## config.mk

```make
export PLATFORM = sky130hd
export DESIGN_NAME = wbn_ram
export DESIGN_NICKNAME = d
export VERILOG_FILES = /design/src/sv/wbn_ram.sv
export SDC_FILE = /design/constraint.sdc
export NUM_CORES = 1
export LEC_CHECK = 0
export CORE_UTILIZATION = 56
export DETAILED_ROUTE_END_ITERATION = 8
export DONT_BUFFER_PORTS = 1
export MAX_ROUTING_LAYER = met4
export PLACE_DENSITY = 0.77
export SLEW_MARGIN = 15
export SYNTH_ARGS = -nofsm -noshare
export SYNTH_HDL_FRONTEND = slang
export SYNTH_SLANG_ARGS = --single-unit
```

## constraint.sdc

```tcl
create_clock -name clk -period 1.8 [get_ports clk]
set_clock_uncertainty 0.05 [all_clocks]
set_input_delay 0.36 -clock clk [delete_from_list [all_inputs] [get_ports clk]]
set_output_delay 0.36 -clock clk [all_outputs]
set_load 0.01 [all_outputs]
```

## src/sv/wbn_ram.sv

```systemverilog
// generic single-port-write ram with registered read
`timescale 1ns / 1ps
module wbn_ram #(
	parameter int WIDTH = 8,
	parameter int DEPTH = 16
) (
	input  logic                     clk,
	input  logic                     we,
	input  logic [$clog2(DEPTH)-1:0] waddr,
	input  logic [WIDTH-1:0]         wdata,
	input  logic                     re,
	input  logic [$clog2(DEPTH)-1:0] raddr,
	output logic [WIDTH-1:0]         rdata
);
	logic [WIDTH-1:0] mem [DEPTH];

	always_ff @(posedge clk) begin
		if (we) begin
			mem[waddr] <= wdata;
		end
		if (re) begin
			rdata <= mem[raddr];
		end
	end
endmodule

```

==> metrics, run 1 <==
Starting Density 0.588; PwrDens about 1200 mW/mm^2; post-synth cell types 18; Core ar. 0.00889 sq mm; fin nets 284; Filler cells 520; area of the multi-input gates 0.00106 sq mm; Num Clock Sinks between 100 and 150; DRC viols 0; first-pass GRT wire length between 10,000 and 15,000 um; GP Congestion around 0.80; crit path max fanout 1; post-synth net total around 250; clock-pin slew on the worst setup and hold paths 0.06 ns; FF+latch count, synth approximately 140; outcome complete, no violations; pre-CTS WS ~0.22 ns; Yosys top cell area share 0.781; area leader, netlist edfxtp_1; HPWL after detailed placement 5730 um; Post-Route Setup TNS 0 ns; worst skew pair latency between 0.5 and 0.6 ns; yosys warns 0; total wire length ~9700 um; CTS tree yes; vias per cell around 6.2; clk root buf clkbuf_8; Rows 34; vias around 2,400; Top Ports 27; share of layout cells above drive strength 1 0.241; PostCTS Resize Cnt 0; max cap viols 0; largest vdd supply drop slightly below 1000 uV; post-route ant nets 0; post-synthesis average cell area 22.8 sq um; GRT overflow 0; leak pwr just over 0.002 uW; Syn Inst Count between 200 and 250; worst slew pin tran slightly below 0.6 ns; antenna cells 0; Critical Path RT 2.00 ns; post-layout utilization of the core 0.684; Worst Setup End Kind flop; overall routing resource usage 0.224; hold_ws between 0.15 and 0.2 ns; Die Span X approximately 99 um; worst hold path class input pin to flop; Synth area leaders edfxtp_1 78%, mux4_2 7.8%, mux4_1 7.0%, a22oi_1 2.3%, nor2_1 0.93%; unrepaired setup endpoints after global routing no; synthesized area 0.00523 sq mm; CTS buffer count 17; initial antenna violation count 0; CP startpoint kind flop; register area share after synthesis 0.781; # H-tree levels 4; area of the die 0.00972 sq mm; chip height roughly 100 um; pin count of the biggest net entering global routing 33; crit share post-route 0.862; register area a little over 0.004 sq mm; crit path DAT 1.75 ns; Area growth syn-to-layout 16.3%; Routed WL per cell 25.2 um; vias in the first global route 2,466; initial drt markers approximately 240; clk buf depth 2; first-pass iteration count of the detailed router 4; WS Path Type flop to flop; Slew Limit Headroom 0.602; setup ws final roughly 0.25 ns; final setup fails 0; port bufs 0; final count of hold timing violations 0; fin crit period ~1.6 ns; Slew Limit Fails 0; Fmax 644 MHz
==> final timing paths <==
| check | from | end | slack [ns] | depth (start not counted) |
|---|---|---|---|---|
| setup reg to reg | mem[3][6] | rdata[6] | 0.25 | 3 |
| setup / recovery | mem[3][6] | rdata[6] | 0.25 | 3 |
| hold reg to reg | mem[13][7] | rdata[7] | 0.70 | 3 |
| hold / removal | raddr[1] | rdata[2] | 0.17 | 3 |
==> metal layers <==
layer	wire length (um)	GRT usage	up-vias
li1	-	-	1052
met5	0	-	-
met3	579	0.0567	13
met1	4100	0.292	1231
met2	4900	0.345	102
met4	128	0.0838	0
==> final cells by class <==
class                   count  share of cell area
flip-flops and latches    136               0.672
well taps                 108              0.0222
clock buffers              17              0.0681
clock inverters            15              0.0259
multi-input cells          83               0.175
repair buffers             27              0.0371
==> state kept, by name, summed over array words and instances, names as in the netlist <==
name and flops:
mem 128, rdata 8
==> worst max-delay path: stages (launching register included) <==
cell and delay (ns):
edfxtp_1 0.37, mux4_2 0.49, a22oi_1 0.28, nand2_1 0.11
==> synthesized netlist by cell type (all sizes together) <==
cell type	number
nor2	13
nor2b	1
mux4	32
nand3b	2
and2	1
nand2	9
buf	7
edfxtp	136
nand2b	2
a22oi	16
clkdlybuf4s25	3
and2b	1
nor3	4
or3b	1
nand3	1
==> cells by family after synthesis <==
logic type,after synthesis,synth area share
AO/OA/AOI/OAI,16,0.0230
buffers and inverters,10,0.0165
flip-flops,136,0.781
multiplexers,32,0.148
AND/OR/NAND/NOR,35,0.0314
==> timing repair <==
action                                 CTS  global route
hold buffers                             9             0
endpoints found under the hold margin  136             0
buffers inserted                         0             0
==> placed cells by master, fill, tap and decap left out, types with 6 or more instances in the layout <==
cell type	instances
mux4_1	14
dlygate4sd3_1	9
a22oi_1	16
buf_4	18
clkinv_2	6
nor2_1	13
edfxtp_1	136
mux4_2	18
clkbuf_16	16
nand2_1	9
==> per-stage QoR <==
stage | cells | total power (uW) | instance area (sq um)
5_1_grt | 386 | 7340 | 6080
3_3_place_gp | 345 | 3850 | 5420
2_1_floorplan | 229 | 3840 | 5230
6_report | 386 | 7160 | 6080
3_5_place_dp | 345 | 3860 | 5420
4_1_cts | 386 | 7200 | 6080
==> power by group <==
part	leakage, uW	internal (uW)	switching, uW
clock network	0.000288	2090	1220
logic	0.000505	123	129
registers	0.00124	3570	29.0
No activity file was read; power rests on OpenSTA's default activity.
==> run 2: changes to the inputs <==
--- a/config.mk
+++ b/config.mk
@@ -5,9 +5,9 @@
 export SDC_FILE = /design/constraint.sdc
 export NUM_CORES = 1
 export LEC_CHECK = 0
-export CORE_UTILIZATION = 56
+export BUFFER_PORTS_ARGS = -buffer_cell sky130_fd_sc_hd__buf_2
+export CORE_UTILIZATION = 54
 export DETAILED_ROUTE_END_ITERATION = 8
-export DONT_BUFFER_PORTS = 1
 export MAX_ROUTING_LAYER = met4
 export PLACE_DENSITY = 0.77
 export SLEW_MARGIN = 15
==> run 2 against run 1 <==
Net effect:
- critical path depth stayed put
- fmax is 1.8% lower
- combinational power is 32% higher
- non-clock buffer count is 19 higher
- core utilization is 1.0 points lower
- routed wire length is 1.0% lower
- highest routed layer unchanged
==> metrics, run 2 (synthesized netlist as in run 1, its figures left out) <==
Area growth syn-to-layout 20.2%; Largest register FFs 128; fin crit period around 1.6 ns; Largest Register mem; crit path DAT about 1.8 ns; top flop regs mem (128), rdata (8); area of the die approximately 0.01 sq mm; Fmax 633 MHz; unrepaired setup endpoints after global routing no; Slew Limit Headroom 0.521; Top Ports 27; worst slew pin tran between 0.7 and 0.8 ns; Post-Route Setup TNS 0 ns; share of layout cells above drive strength 1 0.321; leak pwr 0.00214 uW; Rows 35; DRC viols 0; Die Span X approximately 100 um; Core ar. approximately 0.0093 sq mm; CTS buffer count 17; port bufs 26; vias about 2,400; Worst Setup End Kind flop; area of the multi-input gates ~0.0011 sq mm; initial antenna violation count 0; worst skew pair latency a little over 0.5 ns; vias per cell roughly 5.7; WS Path Type flop to flop; max cap viols 0; Routed WL per cell 22.6 um; Filler cells 583; Post-CTS Hold Buffers 0; register area about 0.004 sq mm; total wire length 9610 um; pre-CTS WS -0.182 ns; Starting Density 0.560; Slew Limit Fails 0; post-route ant nets 0; Critical Path RT roughly 2.0 ns; Total Power about 7700 uW; first-pass GRT wire length between 10,000 and 15,000 um; crit share post-route 0.878; commonest non-fill, non-tap cell in the layout edfxtp_1; placed cell count between 300 and 400; final count of hold timing violations 0; overall routing resource usage 0.224; Num Clock Sinks between 100 and 150; largest vdd supply drop roughly 720 uV; antenna cells 0; post-layout utilization of the core 0.674; commonest non-fill, non-tap cells in the layout 136 x edfxtp_1, 26 x buf_2, 18 x mux4_2; fin nets slightly above 300; clk root buf clkbuf_8; PostCTS Resize Cnt 0; # H-tree levels 4; crit path max fanout 1; final setup fails 0; setup ws final between 0.2 and 0.25 ns; CTS tree yes; outcome complete, no violations; Final Non-Filler Cells ~430; pin count of the biggest net entering global routing 33; clk buf depth 2; chip height 100 um; GP Congestion ~0.74; worst hold path class input pin to flop; first-pass iteration count of the detailed router 4; HPWL after detailed placement 5950 um; Setup Fix Bufs, Post-CTS 0; vias in the first global route 2,586; GRT overflow 0; CP startpoint kind flop; PwrDens 1220 mW/mm^2; initial drt markers 175; clock-pin slew on the worst setup and hold paths approximately 0.060 ns
run 2: per-stage QoR:
stage               hold WS (ns)  area [sq um]
finish                     0.180          6280
global route               0.158          6280
CTS                        0.158          6280
detailed placement         0.697          5640
global placement           0.679          5640
floorplan                  0.409          5230
run 2: final cells by class:
class,instances,area share
clock buffer,18,0.0665
clock inverter,13,0.0360
multi-input combinational,83,0.169
sequential,136,0.650
tap,129,0.0257
timing repair buffer,46,0.0526
run 2: power by group:
group | switching [uW] | internal [uW] | total [uW]
logic | 188 | 147 | 335
clock network | 1230 | 2520 | 3750
registers | 19.4 | 3570 | 3590
total | 1440 | 6230 | 7670
run 2: path summary, 6_finish.rpt:
kind / cells after the start / end / slack [ns] / startpoint
setup / recovery: 3 / rdata[5] / 0.22 / mem[1][5]
hold / removal: 1 / mem[2][6] / 0.18 / wdata[6]
setup reg to reg: 3 / rdata[5] / 0.22 / mem[1][5]
hold reg to reg: 3 / rdata[2] / 0.72 / mem[11][2]
run 2: layer usage:
| layer | global-route usage | wire [um] |
|---|---|---|
| met5 | - | 0 |
| met4 | 0.0825 | 95 |
| met3 | 0.0557 | 397 |
| met2 | 0.345 | 5010 |
| met1 | 0.295 | 4110 |
run 2: worst max-delay path: stages, from the launching register on:
cell and delay [ns]:
edfxtp_1 0.39, mux4_1 0.54, a22oi_1 0.25, nand2_1 0.09
==> run 3: changes to the inputs <==
--- a/config.mk
+++ b/config.mk
@@ -6,10 +6,10 @@
 export NUM_CORES = 1
 export LEC_CHECK = 0
 export BUFFER_PORTS_ARGS = -buffer_cell sky130_fd_sc_hd__buf_2
-export CORE_UTILIZATION = 54
+export CORE_UTILIZATION = 39
 export DETAILED_ROUTE_END_ITERATION = 8
 export MAX_ROUTING_LAYER = met4
-export PLACE_DENSITY = 0.77
+export PLACE_DENSITY = 0.58
 export SLEW_MARGIN = 15
 export SYNTH_ARGS = -nofsm -noshare
 export SYNTH_HDL_FRONTEND = slang
==> constraint.sdc (replaced) <==
create_clock -name clk -period 1.6 [get_ports clk]
set_clock_uncertainty 0.05 [all_clocks]
set_input_delay 0.32 -clock clk [delete_from_list [all_inputs] [get_ports clk]]
set_output_delay 0.32 -clock clk [all_outputs]
set_load 0.01 [all_outputs]
==> run 3 against run 2 <==
Net effect:
- via count increased by 1.7%
- power increased by 8.7%
- register-to-register slack worse by 0.14 ns
- design area rose by 0.52%
- core utilization decreased by 18 points
- worst hold slack better by 0.065 ns
- largest cell class unchanged
- critical path type unchanged
==> metrics, run 3 (synthesized netlist as in run 1, its figures left out) <==
pin count of the biggest net entering global routing 22; Num Clock Sinks between 100 and 150; post-route ant nets 0; Post-Route Setup TNS 0 ns; PwrDens around 1300 mW/mm^2; Critical Path RT approximately 1.7 ns; met1 wire length 4370 um; vias between 2,000 and 2,500; pre-CTS WS -0.396 ns; worst hold path class input pin to flop; chip height ~120 um; clk root buf clkbuf_16; overall routing resource usage 0.165; FF-to-FF path depth 3; # H-tree levels 4; max cap viols 0; unrepaired setup endpoints after global routing no; met2 WL between 5000 and 6000 um; CP max stage delay between 0.4 and 0.5 ns; WS Path Type flop to flop; fin nets slightly above 300; initial antenna violation count 0; Die Span X 118 um; Routed WL per cell approximately 21 um; commonest non-fill, non-tap cells in the layout 136 x edfxtp_1, 26 x buf_2, 25 x mux4_2; first-pass GRT wire length approximately 16,000 um; setup ws final 0.0828 ns; clock-pin slew on the worst setup and hold paths approximately 0.060 ns; hold depth 1; CTS buffer count 17; Final Non-Filler Cells 474; worst skew pair latency 0.41 ns; final setup fails 0; area of the die approximately 0.014 sq mm; GP Congestion 0.728; placed cell count around 440; clk buf depth 2; total wire length between 10,000 and 15,000 um; worst slew pin tran a little under 0.8 ns; GRT overflow 0; crit path DAT 1.62 ns; outcome complete, no violations; Slew Limit Headroom 0.474; Largest register FFs 128; Rows slightly above 40; CTS tree yes; Core ar. ~0.013 sq mm; Max Used Layer met4; Post-CTS Hold Buffers 0; first-pass iteration count of the detailed router 4; commonest non-fill, non-tap cell in the layout edfxtp_1; Filler cells ~1,100; vias per cell 5.20; Starting Density 0.408; final count of hold timing violations 0; Top Ports 27; vias in the first global route between 2,000 and 3,000; port bufs 26; crit path max fanout 1; metal3 WL approximately 560 um; Total Power about 8300 uW; initial drt markers ~200; Worst Setup End Kind flop; largest vdd supply drop 648 uV; Crit-path slowest cell mux4_2; share of layout cells above drive strength 1 0.368; crit share post-route 0.948; leak pwr 0.00211 uW; fin crit period between 1.5 and 2 ns; Area growth syn-to-layout 20.8%; Largest Register mem; crit path cell chain mux4_2, a22oi_1, nand2_1; DRC viols 0; Slew Limit Fails 0; HPWL after detailed placement around 6500 um; antenna cells 0; top flop regs mem (128), rdata (8); Fmax approximately 660 MHz; CP startpoint kind flop
-- run 3: cell type report --
cell class,instances,area [sq um],share of cell area
repair buffers,51,368,0.0583
clock buffers,17,425,0.0674
flip-flops and latches,136,4080,0.647
multi-input cells,83,1050,0.166
clock inverters,15,176,0.0279
well taps,172,215,0.0341
-- run 3: final timing paths --
kind | startpoint | endpoint | slack, ns
setup / recovery | mem[0][5] | rdata[5] | 0.08
hold / removal | re | rdata[5] | 0.24
setup reg to reg | mem[0][5] | rdata[5] | 0.08
hold reg to reg | mem[4][7] | rdata[7] | 0.70
-- run 3: per-layer routing --
layer | vias up | global-route usage
met5 | - | -
met3 | 14 | 0.0383
met1 | 1291 | 0.205
met2 | 66 | 0.258
li1 | 1092 | -
met4 | 0 | 0.0729
-- run 3: worst max-delay path: cells and delay by family (launching register included) --
family / cells / cell delay [ns]
muxes: 1 / 0.46
DFF: 1 / 0.38
AOI/OAI and AO/OA: 1 / 0.29
and+or+nand+nor: 1 / 0.08
-- run 3: repair_timing --
item,CTS,global route
setup endpoints to repair,0,2
resized for setup,0,2
setup buffers,0,0
-- run 3: where the power goes --
part / switching, uW / total (uW) / internal, uW
logic: 220 / 397 / 176
registers: 20.9 / 4040 / 4010
clock network: 1460 / 3910 / 2450
total: 1700 / 8340 / 6640
-- run 3: metrics by stage --
step,area (sq um),hold WS [ns],utilization
detailed placement,5700,0.668,0.445
CTS,6300,0.242,0.492
finish,6310,0.245,0.492
global placement,5700,0.666,0.445
global route,6310,0.243,0.492
floorplan,5220,0.369,-
