<file path="src/sv/wbn_pkg.sv">
// shared types and constants of the windowed baseline normalizer
`timescale 1ns / 1ps
package wbn_pkg;
	localparam int HISTORY_DEPTH_DEF = 256;

	typedef logic [1:0] func_t;
	localparam func_t FUNC_ADD    = 2'd0;
	localparam func_t FUNC_UPDATE = 2'd1;
	localparam func_t FUNC_NORM   = 2'd2;
	localparam func_t FUNC_CLEAR  = 2'd3;

	localparam int CH_W = 16;
	localparam int DAYS_W = 9;
	localparam int STAMP_W = 32;
	localparam int MASK_W = 4;
	localparam int SPAN_W = 26;
	localparam logic [16:0] SEC_PER_DAY = 17'd86400;
	localparam logic [DAYS_W-1:0] WINDOW_RESET = 9'd7;

	localparam logic [CH_W-1:0] BASE_HR_RESET   = 16'd17920;
	localparam logic [CH_W-1:0] BASE_HRV_RESET  = 16'd12800;
	localparam logic [CH_W-1:0] BASE_SC_RESET   = 16'd1280;
	localparam logic [CH_W-1:0] BASE_TEMP_RESET = 16'd9344;

	localparam logic [CH_W:0] Q15_ONE = 17'd32768;

	localparam int DVD_W = 32;
	localparam int DVS_W = 16;

	typedef struct packed {
		logic             start;
		logic [DVD_W-1:0] dividend;
		logic [DVS_W-1:0] divisor;
	} div_req_t;
endpackage

</file>
<file path="src/sv/wbn_div.sv">
// restoring divider, one quotient bit per cycle
`timescale 1ns / 1ps
module wbn_div (
	input  logic                      clk,
	input  logic                      arst_n,
	input  wbn_pkg::div_req_t         req,
	output logic                      done,
	output logic [wbn_pkg::DVD_W-1:0] quotient
);
	localparam int CW = $clog2(wbn_pkg::DVD_W);

	logic                      busy_q;
	logic                      done_q;
	logic [CW-1:0]             cnt_q;
	logic [wbn_pkg::DVS_W-1:0] rem_q;
	logic [wbn_pkg::DVS_W-1:0] dvs_q;
	logic [wbn_pkg::DVD_W-1:0] quo_q;
	logic [wbn_pkg::DVS_W:0]   rem_sh;
	logic [wbn_pkg::DVS_W+1:0] dif;

	assign rem_sh = {rem_q, quo_q[wbn_pkg::DVD_W-1]};
	assign dif = {1'b0, rem_sh} - {2'b00, dvs_q};

	always_ff @(posedge clk or negedge arst_n) begin
		if (!arst_n) begin
			busy_q <= 1'b0;
			done_q <= 1'b0;
			cnt_q <= '0;
		end else begin
			done_q <= 1'b0;
			if (req.start) begin
				busy_q <= 1'b1;
				cnt_q <= '0;
			end else if (busy_q) begin
				cnt_q <= cnt_q + 1'b1;
				if (cnt_q == CW'(wbn_pkg::DVD_W - 1)) begin
					busy_q <= 1'b0;
					done_q <= 1'b1;
				end
			end
		end
	end

	always_ff @(posedge clk) begin
		if (req.start) begin
			rem_q <= '0;
			dvs_q <= req.divisor;
			quo_q <= req.dividend;
		end else if (busy_q) begin
			if (!dif[wbn_pkg::DVS_W+1]) begin
				rem_q <= dif[wbn_pkg::DVS_W-1:0];
				quo_q <= {quo_q[wbn_pkg::DVD_W-2:0], 1'b1};
			end else begin
				rem_q <= rem_sh[wbn_pkg::DVS_W-1:0];
				quo_q <= {quo_q[wbn_pkg::DVD_W-2:0], 1'b0};
			end
		end
	end

	assign done = done_q;
	assign quotient = quo_q;
endmodule

</file>
<file path="config.mk">
export PLATFORM = sky130hd
export DESIGN_NAME = wbn_div
export DESIGN_NICKNAME = d
export VERILOG_FILES = /design/src/sv/wbn_pkg.sv /design/src/sv/wbn_div.sv
export SDC_FILE = /design/constraint.sdc
export NUM_CORES = 1
export LEC_CHECK = 0
export ABC_AREA = 1
export BUFFER_PORTS_ARGS = -buffer_cell sky130_fd_sc_hd__clkbuf_2
export CORE_ASPECT_RATIO = 1.5
export CORE_UTILIZATION = 50
export CTS_CLUSTER_DIAMETER = 50
export DETAILED_ROUTE_END_ITERATION = 10
export HOLD_SLACK_MARGIN = 0.08
export PLACE_DENSITY = 0.77
export RECOVER_POWER = 25
export SLEW_MARGIN = 20
export SYNTH_ARGS = -nofsm -noshare
export SYNTH_HDL_FRONTEND = slang
export SYNTH_SLANG_ARGS = --single-unit
</file>
<file path="constraint.sdc">
create_clock -name clk -period 2.31 [get_ports clk]
set_clock_uncertainty 0.2 [all_clocks]
set_input_delay 0.1155 -clock clk [delete_from_list [all_inputs] [get_ports clk]]
set_output_delay 0.1155 -clock clk [all_outputs]
set_load 0.02 [all_outputs]
</file>
==> results of run 1 <==
==> final cells by class <==
cell class	instances	area (um2)
fillers	617	2300
clock inverters	4	45.0
flip-flops and latches	71	1940
multi-input cells	343	1760
repair buffers	147	1010
well taps	102	128
clock buffers	12	246
inverters	76	285
==> worst register-to-register path: cells and delay by family, from the launching register on <==
kind,cells,cell delay (ns)
DFF,1,0.40
and+or+nand+nor,10,0.79
buffers and inverters,2,0.17
adders and majority gates,2,0.51
==> registers in the layout, summed over array words and instances, names as in the netlist <==
register / flops
busy_q: 1
cnt_q: 5
done: 1
dvs_q: 16
quotient: 32
rem_q: 16
==> cell usage after synthesis, types with 3 or more instances <==
cell / number / area [um2]
nand2_1: 197 / 739
nand2_2: 3 / 18.8
dfrtp_1: 7 / 175
a21oi_1: 10 / 50.1
inv_1: 74 / 278
nand3b_1: 3 / 22.5
dfxtp_1: 16 / 320
o21ai_0: 8 / 40.0
nor2_2: 3 / 18.8
o21ai_1: 3 / 15.0
ha_1: 18 / 225
nand4_1: 5 / 31.3
nand3_2: 9 / 90.1
nor2_1: 15 / 56.3
edfxtp_1: 48 / 1440
clkbuf_1: 5 / 18.8
nand3_1: 42 / 210
xnor2_1: 5 / 43.8
nor3_1: 6 / 30.0
==> routing by layer <==
layer,vias to the layer above,share of wire [%],wire [um]
met5,-,0,0
met4,0,3.6,396
met3,36,5.8,636
met2,146,53,5770
met1,1768,38,4100
li1,1892,-,-
==> layout by cell type, fill, tap and decap left out, drive strengths merged <==
| cell type | synthesis | final |
|---|---|---|
| nor2 | 18 | 18 |
| clkinv | 2 | 4 |
| and2 | 3 | 3 |
| bufinv | 0 | 1 |
| o21ai | 12 | 12 |
| edfxtp | 48 | 48 |
| nand2 | 202 | 202 |
| ha | 18 | 18 |
| a31oi | 2 | 2 |
| dfrtp | 7 | 7 |
| nand4 | 5 | 5 |
| inv | 74 | 74 |
| nor3 | 7 | 7 |
| dfxtp | 16 | 16 |
| a21oi | 11 | 11 |
| xnor2 | 5 | 5 |
| dlygate4sd3 | 0 | 51 |
| xor2 | 2 | 2 |
| nand3b | 3 | 3 |
| nor4 | 1 | 1 |
| or2 | 1 | 1 |
| clkinvlp | 0 | 1 |
| nand3 | 51 | 51 |
| a22o | 1 | 1 |
| clkbuf | 5 | 95 |
| fa | 1 | 1 |
| buf | 6 | 13 |
==> cells by family after synthesis <==
| family | count (synthesis) |
|---|---|
| buffers and inverters | 87 |
| xor gates and xnor gates | 7 |
| adders and majority gates | 19 |
| DFF | 71 |
| and+or+nand+nor | 291 |
| AOI/OAI and AO/OA | 26 |
==> path summary, 6_finish.rpt <==
path                        endpoint  slack [ns]  cells after the start
min in group asynchronous   cnt_q[1]        0.57                      3
min                        rem_q[13]        0.27                      2
max in group asynchronous   cnt_q[4]        1.09                      3
max reg2reg                rem_q[14]        0.14                     14
max                        rem_q[14]        0.14                     14
min reg2reg                rem_q[13]        0.27                      2
==> where the power goes <==
part	internal (mW)	switching [mW]	total [mW]
registers	1.56	0.127	1.69
clock network	0.858	0.503	1.36
logic	0.759	1.18	1.94
total	3.18	1.81	4.99
==> timing repair <==
action,in CTS,in global routing
hold endpoints to repair,56,0
buffers inserted,0,1
endpoints found under the setup margin,0,4
hold buffers,51,0
gates resized for setup,0,2
==> results.py, run 1 <==
metrics = {
    "floorplan": {
        "die_area_mm2": 0.00846,
        "rows": 39,
        "fp.dieH_um": 112,
        "dieWidth_um": 75.4,
        "start_util_pct": 52.5,
        "ioPinCount": 84,
        "design.core.area_mm2": 0.00771,
    },
    "place": {
        "pre_cts_ws_ns": 0.0555,
        "io_buffers": 83,
        "hpwlAfterDp_mm": 7.00,
        "placed_area_mm2": 0.00462,
        "gp_congestion": 0.912,
        "place_inst": 687,
    },
    "hold_path": {
        "worstHoldPathType": "flip-flop to flip-flop",
        "min-delay-start": "rem_q[13]",
    },
    "sta": {
        "fin_crit_ns": 2.17,
        "finalMaxSlewViolations": 0,
        "fmax_mhz": 462,
        "fin_ws_ns": 0.143,
        "holdWs_ns": 0.272,
        "finalHoldViolations": 0,
        "tightestPinTransition_ns": 0.922,
        "relSlewSlack_pct": 38.5,
        "tns_ns": 0,
        "setup_viol": 0,
        "finalCritPeriodShare_pct": 93.8,
    },
    "power": {
        "ir_drop_v": 0.000530,
        "fin_total_pwr_mw": 4.99,
        "power.density_mw_per_mm2": 923,
        "p_leak_nw": 2.76,
    },
    "setup_path": {
        "worstSetupStartpointType": "flip-flop",
        "max_stage_delay_ns": 0.40,
        "critical_path_buf_inv_count": 2,
        "r2r-start": "quotient[31]",
        "cp_data_arrival_time_ns": 2.20,
        "worstSetupPathType": "flip-flop to flip-flop",
        "critPathRequiredTime_ns": 2.34,
        "crit_fanout": 4,
        "setup.worst_path.end_class": "flip-flop",
        "path_delay_family": "simple AND/OR/NAND/NOR gates",
        "cp_cell_sequence": "inv_1 -> ha_1 -> inv_1 -> fa_2 -> nand3_1 -> nand3_2 -> nand2_1 -> nand2_1 -> nand2_1 -> nand2_1 -> nand2_1 -> nand3_2 -> nand2_1 -> nand2_1",
        "cp_common_cell": "nand2_1",
        "startpoint": "quotient[31]",
        "critPathSlowestCell": "edfxtp_1",
    },
    "detailed_routing": {
        "drt_pass1_iterations": 4,
        "wire_per_inst_um": 14.4,
        "viasPerCell": 5.09,
        "dr_total_vias": 3842,
        "routed_wl_mm": 10.9,
        "antenna_left": 0,
        "drt_iter0_markers": 279,
        "route.detailed.drc": 0,
    },
    "logic_synthesis": {
        "synth-xor-area-share_pct": 1.52,
        "yosysWarningCount": 0,
        "ys_async_sr_fraction_pct": 9.86,
        "muxShareOfSynthArea_pct": 0,
        "yosys.area_share.simple_pct": 31.9,
        "synth_adder_area_share_pct": 6.06,
        "synth_edf_count": 48,
        "synthFlopType": "edfxtp_1",
        "syn_area_mm2": 0.00404,
        "syn-num-nets": 571,
        "synth.distinct_cells": 37,
        "synth_compound_area_share_pct": 3.74,
        "ys_ff_latch": 71,
        "avgSynthCellArea_um2": 8.07,
        "syn_inst": 501,
        "seq_area_frac_synth_pct": 47.9,
        "synth_top_family_by_area": "simple AND/OR/NAND/NOR gates",
    },
    "grt": {
        "grt_pass1_wl_mm": 18.0,
        "grt_pass1_vias": 3955,
        "antenna_found_initial": 0,
        "grt_use_met3_pct": 6.73,
        "met2_usage_pct": 49.3,
        "grt_max_degree": 35,
        "overflow": 0,
        "grt_util_met1_pct": 31.3,
        "track_usage_pct": 28.4,
        "grt.busiest_layer": "met2",
    },
    "final_layout": {
        "post-route-util_pct": 70.1,
        "stdcell_count": 755,
        "antenna_cells": 0,
        "drive_gt1_share_pct": 16.8,
        "finalInstanceArea_mm2": 0.00541,
        "nets": 718,
        "area_growth_syn_to_layout_pct": 33.7,
    },
    "clock_tree": {
        "numCtsBuffers": 9,
        "clock_tree.buffer_depth": 2,
        "htreeDepth": 3,
        "clk_pin_slew_ns": 0.06,
        "tritoncts_num_sinks": 71,
        "clk_latency_ns": 0.33,
        "cts_tree": "yes",
        "clockRootBuffer": "clkbuf_16",
    },
    "outcome": {
        "outcome": "finished clean",
    },
    "flow_run": {
        "maxCapViolCount": 0,
    },
}
No activity file was read; power rests on OpenSTA's default activity.
==> run 2: changes to the inputs <==
--- a/config.mk
+++ b/config.mk
@@ -7,12 +7,16 @@
 export LEC_CHECK = 0
 export ABC_AREA = 1
 export BUFFER_PORTS_ARGS = -buffer_cell sky130_fd_sc_hd__clkbuf_2
+export CAP_MARGIN = 40
+export CELL_PAD_IN_SITES_DETAIL_PLACEMENT = 1
+export CELL_PAD_IN_SITES_GLOBAL_PLACEMENT = 2
 export CORE_ASPECT_RATIO = 1.5
-export CORE_UTILIZATION = 50
+export CORE_UTILIZATION = 29
 export CTS_CLUSTER_DIAMETER = 50
 export DETAILED_ROUTE_END_ITERATION = 10
 export HOLD_SLACK_MARGIN = 0.08
-export PLACE_DENSITY = 0.77
+export MAX_ROUTING_LAYER = met4
+export PLACE_DENSITY_LB_ADDON = 0.1
 export RECOVER_POWER = 25
 export SLEW_MARGIN = 20
 export SYNTH_ARGS = -nofsm -noshare
==> results.py, run 2 (synthesized netlist as in run 1, its figures left out) <==
metrics = {
    "outcome": {
        "outcome": "finished clean",
    },
    "setup_path": {
        "worstSetupPathType": "flip-flop to flip-flop",
        "critPathRequiredTime_ns": 2.34,
        "worstSetupStartpointType": "flip-flop",
        "setup.worst_path.end_class": "flip-flop",
        "cp_data_arrival_time_ns": 2.18,
        "crit_fanout": 4,
    },
    "power": {
        "ir_drop_v": 0.000387,
        "power.density_mw_per_mm2": 920,
        "p_leak_nw": 2.81,
        "fin_total_pwr_mw": 5.11,
    },
    "floorplan": {
        "rows": 52,
        "design.core.area_mm2": 0.0135,
        "ioPinCount": 84,
        "fp.dieH_um": 147,
        "die_area_mm2": 0.0144,
        "start_util_pct": 29.9,
        "dieWidth_um": 98.4,
    },
    "place": {
        "placed_area_mm2": 0.00477,
        "hpwlAfterDp_mm": 9.01,
        "io_buffers": 83,
        "pre_cts_ws_ns": 0.0314,
        "place_inst": 758,
        "gp_congestion": 0.862,
    },
    "clock_tree": {
        "tritoncts_num_sinks": 71,
        "clk_latency_ns": 0.34,
        "cts_tree": "yes",
        "htreeDepth": 3,
        "clockRootBuffer": "clkbuf_16",
        "clk_pin_slew_ns": 0.06,
        "clock_tree.buffer_depth": 2,
        "numCtsBuffers": 9,
    },
    "final_layout": {
        "finalInstanceArea_mm2": 0.00556,
        "nets": 728,
        "largest_register_ffs": 32,
        "drive_gt1_share_pct": 18.4,
        "post-route-util_pct": 41.1,
        "antenna_cells": 0,
        "layout_common_cells": "nand2_1 (197), inv_1 (73), clkbuf_2 (60), dlygate4sd3_1 (51), edfxtp_1 (48)",
        "mostFrequentLayoutCell": "nand2_1",
        "stdcell_count": 825,
        "fill_cells": 1672,
        "area_growth_syn_to_layout_pct": 37.4,
    },
    "sta": {
        "holdWs_ns": 0.285,
        "fin_crit_ns": 2.15,
        "finalMaxSlewViolations": 0,
        "finalHoldViolations": 0,
        "finalCritPeriodShare_pct": 92.9,
        "setup_viol": 0,
        "tns_ns": 0,
        "tightestPinTransition_ns": 0.355,
        "rsz0062_at_grt": "false",
        "relSlewSlack_pct": 76.3,
        "fmax_mhz": 466,
        "fin_ws_ns": 0.164,
    },
    "flow_run": {
        "maxCapViolCount": 0,
    },
    "grt": {
        "antenna_found_initial": 0,
        "grt_max_degree": 35,
        "grt_pass1_wl_mm": 19.9,
        "overflow": 0,
        "grt_pass1_vias": 4124,
        "track_usage_pct": 18.3,
    },
    "hold_path": {
        "worstHoldPathType": "flip-flop to flip-flop",
    },
    "detailed_routing": {
        "routed_wl_mm": 11.9,
        "dr_total_vias": 3800,
        "route.detailed.drc": 0,
        "antenna_left": 0,
        "drt_pass1_iterations": 6,
        "drt_iter0_markers": 84,
        "viasPerCell": 4.61,
        "wire_per_inst_um": 14.4,
    },
}
-- run 2: cell type report --
type                       instances  area (um2)  share of cell area [%]
clock buffer                      10         229                    4.12
sequential                        71        1940                    34.9
tap                              162         203                    3.65
timing repair buffer             157        1090                    19.5
multi-input combinational        343        1760                    31.6
clock inverter                     6        61.3                    1.10
inverter                          76         285                    5.13
-- run 2: worst max-delay path, stage by stage, from the launching register on --
cell and delay [ns]:
edfxtp_1 0.40, inv_2 0.08, ha_1 0.14, inv_1 0.08
fa_2 0.35, nand3_1 0.10, nand3_2 0.11, nand2_1 0.09
nand2_1 0.09, nand2_1 0.10, nand2_1 0.06, nand2_1 0.07
nand3_2 0.05, nand2_1 0.07, nand2_1 0.04
-- run 2: where the power goes --
group | leakage [nW] | switching [mW] | internal (mW) | total, mW
logic | 1.94 | 1.23 | 0.799 | 2.02
registers | 0.730 | 0.121 | 1.56 | 1.68
clock network | 0.144 | 0.572 | 0.836 | 1.41
total | 2.81 | 1.92 | 3.19 | 5.11
-- run 2: repair_timing --
item                                    in CTS  in global routing
gates resized for setup                      0                  4
hold endpoints to repair                    56                  0
buffers inserted                             0                  0
endpoints found under the setup margin       0                  5
hold buffers                                51                  0
-- run 2: worst paths after layout --
| check | startpoint | to | slack (ns) | cells past startpoint |
|---|---|---|---|---|
| max in group asynchronous | arst_n | done | 1.13 | 3 |
| min in group asynchronous | arst_n | cnt_q[0] | 0.53 | 3 |
| hold reg to reg | rem_q[10] | rem_q[10] | 0.28 | 2 |
| hold / removal | rem_q[10] | rem_q[10] | 0.28 | 2 |
| setup / recovery | quotient[31] | rem_q[14] | 0.16 | 14 |
| setup reg to reg | quotient[31] | rem_q[14] | 0.16 | 14 |
-- run 2: metal layers --
metal  track usage, %  wire length, um  vias up
met3             2.97              304       21
met4             8.66              422        0
li1                 -                -     1915
met2             32.8             6310       78
met1             19.4             4840     1786
met5                -                0        -
==> run 3: changes to the inputs <==
==> constraint.sdc (replaced) <==
create_clock -name clk -period 2.31 [get_ports clk]
set_clock_uncertainty 0.2 [all_clocks]
set_input_delay 0.231 -clock clk [delete_from_list [all_inputs] [get_ports clk]]
set_output_delay 0.231 -clock clk [all_outputs]
set_load 0.02 [all_outputs]
==> results.py, run 3 (synthesized netlist as in run 1, its figures left out) <==
metrics = {
    "outcome": {
        "outcome": "finished clean",
    },
    "hold_path": {
        "worstHoldPathType": "flip-flop to flip-flop",
    },
    "sta": {
        "fmax_mhz": 471,
        "fin_ws_ns": 0.185,
        "setup_viol": 0,
        "tns_ns": 0,
        "fin_crit_ns": 2.13,
        "tightestPinTransition_ns": 1.10,
        "finalMaxSlewViolations": 0,
        "finalHoldViolations": 0,
        "holdWs_ns": 0.275,
        "relSlewSlack_pct": 26.3,
        "rsz0062_at_grt": "false",
        "finalCritPeriodShare_pct": 92.0,
    },
    "setup_path": {
        "cp_data_arrival_time_ns": 2.16,
        "critical_path_buf_inv_count": 3,
        "critPathRequiredTime_ns": 2.34,
        "r2r_slack_ns": 0.18,
        "path_delay_family": "simple AND/OR/NAND/NOR gates",
        "worstSetupPathType": "flip-flop to flip-flop",
        "cp_cell_sequence": "inv_1 -> ha_2 -> nand2_1 -> nand2_1 -> inv_1 -> nand2_1 -> nand2_1 -> nand3_2 -> nand2_4 -> buf_6 -> nand3b_1 -> nand3_1 -> nand2_1",
        "setup.worst_path.end_class": "flip-flop",
        "critPathSlowestCell": "edfxtp_1",
        "max_stage_delay_ns": 0.36,
        "cp_common_cell": "nand2_1",
        "worstSetupStartpointType": "flip-flop",
        "crit_fanout": 10,
    },
    "floorplan": {
        "die_area_mm2": 0.0144,
        "ioPinCount": 84,
        "start_util_pct": 29.9,
        "design.core.area_mm2": 0.0135,
        "dieWidth_um": 98.4,
        "rows": 52,
        "fp.dieH_um": 147,
    },
    "final_layout": {
        "drive_gt1_share_pct": 20.0,
        "largest_register_ffs": 32,
        "fill_cells": 1676,
        "mostFrequentLayoutCell": "nand2_1",
        "area_growth_syn_to_layout_pct": 38.2,
        "nets": 731,
        "antenna_cells": 0,
        "layout_common_cells": "nand2_1 (197), inv_1 (73), clkbuf_2 (67), dlygate4sd3_1 (51), edfxtp_1 (48)",
    },
    "power": {
        "p_leak_nw": 2.83,
        "fin_total_pwr_mw": 5.21,
        "ir_drop_v": 0.000356,
        "power.density_mw_per_mm2": 932,
    },
    "detailed_routing": {
        "viasPerCell": 4.63,
        "wire_per_inst_um": 14.6,
        "drt_pass1_iterations": 6,
        "antenna_left": 0,
        "routed_wl_mm": 12.1,
        "dr_total_vias": 3835,
        "drt_iter0_markers": 91,
        "route.detailed.drc": 0,
    },
    "clock_tree": {
        "clk_pin_slew_ns": 0.06,
        "tritoncts_num_sinks": 71,
        "clk_latency_ns": 0.34,
        "clockRootBuffer": "clkbuf_16",
        "cts_tree": "yes",
        "clock_tree.buffer_depth": 2,
        "htreeDepth": 3,
        "numCtsBuffers": 9,
    },
    "grt": {
        "antenna_found_initial": 0,
        "grt_max_degree": 34,
        "overflow": 0,
        "track_usage_pct": 18.6,
        "grt_pass1_wl_mm": 20.2,
        "grt_pass1_vias": 4178,
    },
    "place": {
        "hpwlAfterDp_mm": 9.18,
        "gp_congestion": 0.865,
        "pre_cts_ws_ns": 0.0466,
        "io_buffers": 83,
    },
    "flow_run": {
        "maxCapViolCount": 0,
    },
}
-- run 3: cell types whose count changed in the layout (fill, tap and decap cells not counted), sizes merged --
cell      previous run  this run
buf                 23        25
clkinv               6         3
clkinvlp             0         2
inv                 75        76
clkbuf              93        94
-- run 3: per-layer routing --
metal	routed length (um)	up-vias	GRT usage, %
met5	0	-	-
met4	255	0	6.64
met3	303	14	2.97
met2	6600	70	34.6
met1	4920	1826	19.6
li1	-	1925	-
-- run 3: final timing paths --
kind | cells after the start | start | endpoint
worst max-delay path | 13 | dvs_q[4] | rem_q[12]
worst min-delay path | 2 | rem_q[9] | rem_q[9]
worst max register to register | 13 | dvs_q[4] | rem_q[12]
worst min register to register | 2 | rem_q[9] | rem_q[9]
max in group asynchronous | 3 | arst_n | done
min in group asynchronous | 3 | arst_n | cnt_q[1]
-- run 3: repair_timing --
item | CTS | global route
hold buffers | 51 | 0
gates resized for setup | 0 | 6
buffers inserted | 0 | 2
endpoints found under the hold margin | 56 | 0
setup endpoints to repair | 0 | 10
-- run 3: power by group --
part | switching [mW] | total [mW] | internal (mW)
registers | 0.128 | 1.69 | 1.56
clock network | 0.591 | 1.43 | 0.843
logic | 1.25 | 2.09 | 0.837
-- run 3: worst min-delay path, stage by stage (launching register included) --
cell and delay [ns]:
dfxtp_1 0.32, nand2_1 0.06, nand2_1 0.04
-- run 3: final cells by class --
type | instances | area [um2] | area share (%)
sequential | 71 | 1940 | 34.7
clock inverter | 6 | 67.6 | 1.21
inverter | 76 | 285 | 5.10
timing repair buffer | 160 | 1100 | 19.7
tap | 162 | 203 | 3.63
clock buffer | 10 | 229 | 4.10
multi-input combinational | 343 | 1770 | 31.6
-- run 3: per-stage QoR --
step	utilization [%]	instances	area [um2]
2_1_floorplan	-	501	4040
3_3_place_gp	35.2	759	4770
3_5_place_dp	35.2	759	4770
4_1_cts	41.2	826	5580
5_1_grt	41.3	828	5590
6_report	41.3	828	5590
